==> src/lsspj_pkg.sv <==
// Shared types and constants for the list suffix-sum block.
package lsspj_pkg;

	localparam int WEIGHT_W = 8;
	localparam int LINK_W   = 6;
	localparam int SUM_W    = 16;

	// One list element as it arrives on the input channel.
	typedef struct packed {
		logic signed [WEIGHT_W-1:0] weight;
		logic [LINK_W-1:0]          next_index;
		logic                       last_element;
	} in_item_t;

	// One suffix-sum result on the output channel.
	typedef struct packed {
		logic signed [SUM_W-1:0] suffix_sum;
		logic                    final_result;
	} out_item_t;

	// One entry of a working bank: running sum and current successor.
	typedef struct packed {
		logic [SUM_W-1:0]  value;
		logic [LINK_W-1:0] link;
	} entry_t;

	// Control phases of the block.
	typedef enum logic [1:0] {
		ST_LOAD,
		ST_JUMP,
		ST_EMIT
	} state_t;

endpackage

==> src/lsspj_bank.sv <==
// One working bank: a memory with one write port and two registered read ports.
module lsspj_bank #(
	parameter int DEPTH = 64,
	parameter int AW    = 6
) (
	input  logic                clk,
	input  logic                we,
	input  logic [AW-1:0]       waddr,
	input  lsspj_pkg::entry_t   wdata,
	input  logic [AW-1:0]       raddr_a,
	input  logic [AW-1:0]       raddr_b,
	output lsspj_pkg::entry_t   rdata_a,
	output lsspj_pkg::entry_t   rdata_b
);

	lsspj_pkg::entry_t mem [DEPTH];

	// Synchronous write.
	always_ff @(posedge clk) begin
		if (we) begin
			mem[waddr] <= wdata;
		end
	end

	// Both reads are registered, returning data in the cycle after the address.
	always_ff @(posedge clk) begin
		rdata_a <= mem[raddr_a];
		rdata_b <= mem[raddr_b];
	end

endmodule
==> config.mk <==
export PLATFORM = sky130hd
export DESIGN_NAME = lsspj_bank
export DESIGN_NICKNAME = d
export VERILOG_FILES = /design/src/lsspj_pkg.sv /design/src/lsspj_bank.sv
export SDC_FILE = /design/constraint.sdc
export NUM_CORES = 2
export LEC_CHECK = 0
export BUFFER_PORTS_ARGS = -buffer_cell sky130_fd_sc_hd__buf_2
export CAP_MARGIN = 25
export CELL_PAD_IN_SITES_DETAIL_PLACEMENT = 1
export CELL_PAD_IN_SITES_GLOBAL_PLACEMENT = 1
export CORE_ASPECT_RATIO = 1.1
export CORE_MARGIN = 1.5
export CORE_UTILIZATION = 50
export DETAILED_ROUTE_END_ITERATION = 8
export HOLD_SLACK_MARGIN = 0.15
export PLACE_DENSITY = 0.77
export SYNTH_ARGS = -nofsm -noshare
export SYNTH_HDL_FRONTEND = slang
export SYNTH_SLANG_ARGS = --single-unit
==> constraint.sdc <==
create_clock -name clk -period 3 [get_ports clk]
set_clock_uncertainty 0.1 [all_clocks]
set_input_delay 0.15 -clock clk [delete_from_list [all_inputs] [get_ports clk]]
set_output_delay 0.15 -clock clk [all_outputs]
set_load 0.02 [all_outputs]
==> summary.txt <==
Yosys
  • Mapped Cells: 3382
  • Post-synthesis cell type count: 42
  • Synth Area in Compound Gates: 0.0391
  • Synth Area in Simple Gates: 0.0292
  • Mapped Avg Cell Area: 19.6 µm²
  • Post-synth top area share: 0.636
  • Largest family of logic cells by synthesized area: multiplexers
  • Synth Cell Area: 66400 µm²
  • Ys Warns: 0
  • Synthesized Nets: 3424
  • Post-synth EDFFs: 1408
  • Mux contribution to synthesized area: 0.258
  • #FFs+latches synth: 1452
  • Cell taking the most area after synthesis: edfxtp_1
  • Top cells by count, synth: edfxtp_1 (1408), mux4_2 (652), mux2i_1 (136)
  • Dominant cells by area after synthesis: edfxtp_1 (64%), mux4_2 (22%), mux2i_1 (2.0%), mux2_2 (1.7%), dfxtp_1 (1.3%)
  • Xor/xnor cell area share of the yosys netlist: 0
  • Synth Area in Adders: 0
  • Main synth FF type: edfxtp_1
  • Top-count cell post-synth: edfxtp_1
  • Post-synthesis sequential area ratio: 0.650
  • Asr flop ratio synth: 0

Pwr
  • Peak VDD IR: 449 µV
  • Lkg Pwr: 24.6 nW
  • Pwr Density: 604 nW/µm²

Die
  • Die area: 135000 µm²
  • # rows: 140
  • Die height: 385 µm
  • CORE AREA: 132000 µm²
  • Io pins: 86
  • Die extent in x: 351 µm
  • Starting Density: 0.503

Worst setup path
  • Arrival time at the worst endpoint: 3.11 ns
  • CP most frequent cell: nor3_1
  • Critical path required time: 3.53 ns
  • Largest stage delay, worst path: 0.81 ns
  • CP max-delay cell: a211oi_1
  • CP Buf/Inv Count: 2
  • Kind of cell adding the most delay to the critical path: buffers and inverters
  • Startpoint Class: primary input
  • CP Max Fanout: 20
  • Crit. End Element: flip-flop
  • Critical path class: primary input to flip-flop
  • CP cell instances: buf_2, nand2b_1, buf_4, o22ai_1, nor3_1, a211oi_1, nor3_1

Timing
  • Tcrit/Tclk final: 0.861
  • Post-route minimum period: 2.58 ns
  • Rel. slew slack: 0.276
  • Pins Over Slew Limit: 0
  • Setup TNS: 0 ns
  • Fmax: 387 MHz
  • Slew @ Worst Pin: 1.09 ns
  • RSZ-0062 raised after global routing: false
  • Fin. Hold Viols: 0
  • # setup viols final: 0

Drt
  • DRC: 0
  • Antenna viol nets, final: 0
  • Final WL: 228000 µm
  • DR vias/cell: 7.20
  • Via count: 40500
  • Top Metal Used: met5
  • Met3 routed WL: 27400 µm
  • Metal2 WL: 107000 µm
  • Routed metal-1 wirelength: 79000 µm
  • Average routed wire per standard cell: 40.6 µm
  • 1st-pass router iterations: 5
  • Drt first-iter violations: 6318

Finish
  • Layout Nets: 3770
  • Final instance area: 76300 µm²
  • Fin cells: 5628
  • Final core utilization: 0.578
  • Area Growth Syn to Fin: 14.8%
  • Fill count: 11500
  • Share of post-route cells with drive strength above 1: 0.384

Placement
  • Area of placed instances: 70800 µm²
  • GPL Wtd Cong: 0.924
  • Hpwl dp: 149000 µm
  • Port bufs: 85
  • Dpl cells: 5312

Global route
  • First-pass GRT wire length: 321000 µm
  • Antenna violations before repair: 20
  • Vias in the first global route: 41900
  • GRT Total Usage: 0.342
  • Grt ovf: 0
  • Largest net degree at the start of global routing: 81

Clock tree
  • Clock Latency Late Sink: 0.81 ns
  • Max Root-Sink Buffers: 3
  • CTS root buf: clkbuf_16
  • CTS tree: built
  • CTS-repair resized insts: 0
  • Number of H-tree levels: 4
  • Clock transition at path regs: 0.07 ns
  • Total CTS buffers: 149
  • CTS Sinks: 1452

Outcome
  • Status: complete, no violations

Hold path
  • Hold WC Path Type: primary input to flip-flop

Flow run
  • Max_cap viols: 0
per-layer routing:
layer / track usage / vias to the layer above
li1: - / 15300
met1: 0.449 / 21500
met2: 0.530 / 3131
met3: 0.0799 / 644
met4: 0.194 / 12
met5: 0 / -
logic make-up (layout without fill, tap and decap cells):
family                 count (synthesis)  count (layout)
other                                  0               7
and+or+nand+nor                      409             409
DFF                                 1452            1452
AOI/OAI and AO/OA                    365             365
buffers and inverters                268             732
muxes                                888             888
through the flow:
step | total power (W) | hold slack (ns) | setup slack [ns]
after floorplan | 0.0252 | 0.149 | 0.288
after global placement | 0.0269 | 0.476 | -0.163
after detailed placement | 0.0271 | 0.475 | -0.169
after CTS | 0.0461 | 0.155 | 0.592
after global routing | 0.0469 | 0.178 | 0.487
final | 0.0461 | 0.179 | 0.416
worst register-to-register path: stages, from the launching register on:
cell,delay (ns)
edfxtp_1,0.35
mux4_2,0.24
mux2i_1,0.11
o211ai_1,0.68
nand2_1,0.46
a311oi_1,0.39
cell type report:
class	instances	area (µm²)	share of cell area
clock buffers	194	4080	0.0535
well taps	1775	2220	0.0291
inverters	1	3.75	0.0000492
diodes	7	17.5	0.000230
repair buffers	462	4020	0.0527
multi-input cells	1662	21900	0.287
clock inverters	75	910	0.0119
flip-flops and latches	1452	43200	0.566
final timing paths:
kind | start | to | slack [ns] | cells after the start
max reg2reg | mem[4][10]$_DFFE_PP_ | rdata_b[10]$_DFF_P_ | 0.60 | 5
min reg2reg | mem[17][16]$_DFFE_PP_ | rdata_b[16]$_DFF_P_ | 0.78 | 4
min | wdata[4] | mem[15][4]$_DFFE_PP_ | 0.18 | 2
max | raddr_a[4] | rdata_a[8]$_DFF_P_ | 0.42 | 7
power by group:
part           switching [W]  total (W)  leakage [nW]  internal (W)
Combinational        0.00254    0.00419          9.12       0.00164
Sequential          0.000189     0.0226          13.0        0.0225
Clock                0.00807     0.0193          2.43        0.0112
Total                 0.0108     0.0461          24.6        0.0353
flip-flops by register name, summed over array words and instances, names as in the netlist:
signal,count
rdata_a,22
mem,1408
rdata_b,22
placed cells by master, fill, tap and decap left out, drive strengths merged, types with 16 or more instances in the layout:
master / instances
mux2: 100
o31ai: 18
clkinv: 43
nor3: 42
o211ai: 26
bufinv: 18
edfxtp: 1408
clkbuf: 194
nand2b: 24
nor2: 94
dlygate4sd3: 32
nand2: 120
mux2i: 136
a211oi: 48
a221oi: 56
o21ai: 39
a22oi: 57
nand4: 16
mux4: 652
o22ai: 66
buf: 430
a21oi: 29
nand3: 40
dfxtp: 44
nor2b: 47
what timing repair did:
item	CTS	global route
endpoints found under the hold margin	1375	0
hold buffers	32	0
buffers inserted	0	0
Power figures use the tool's default switching activity.
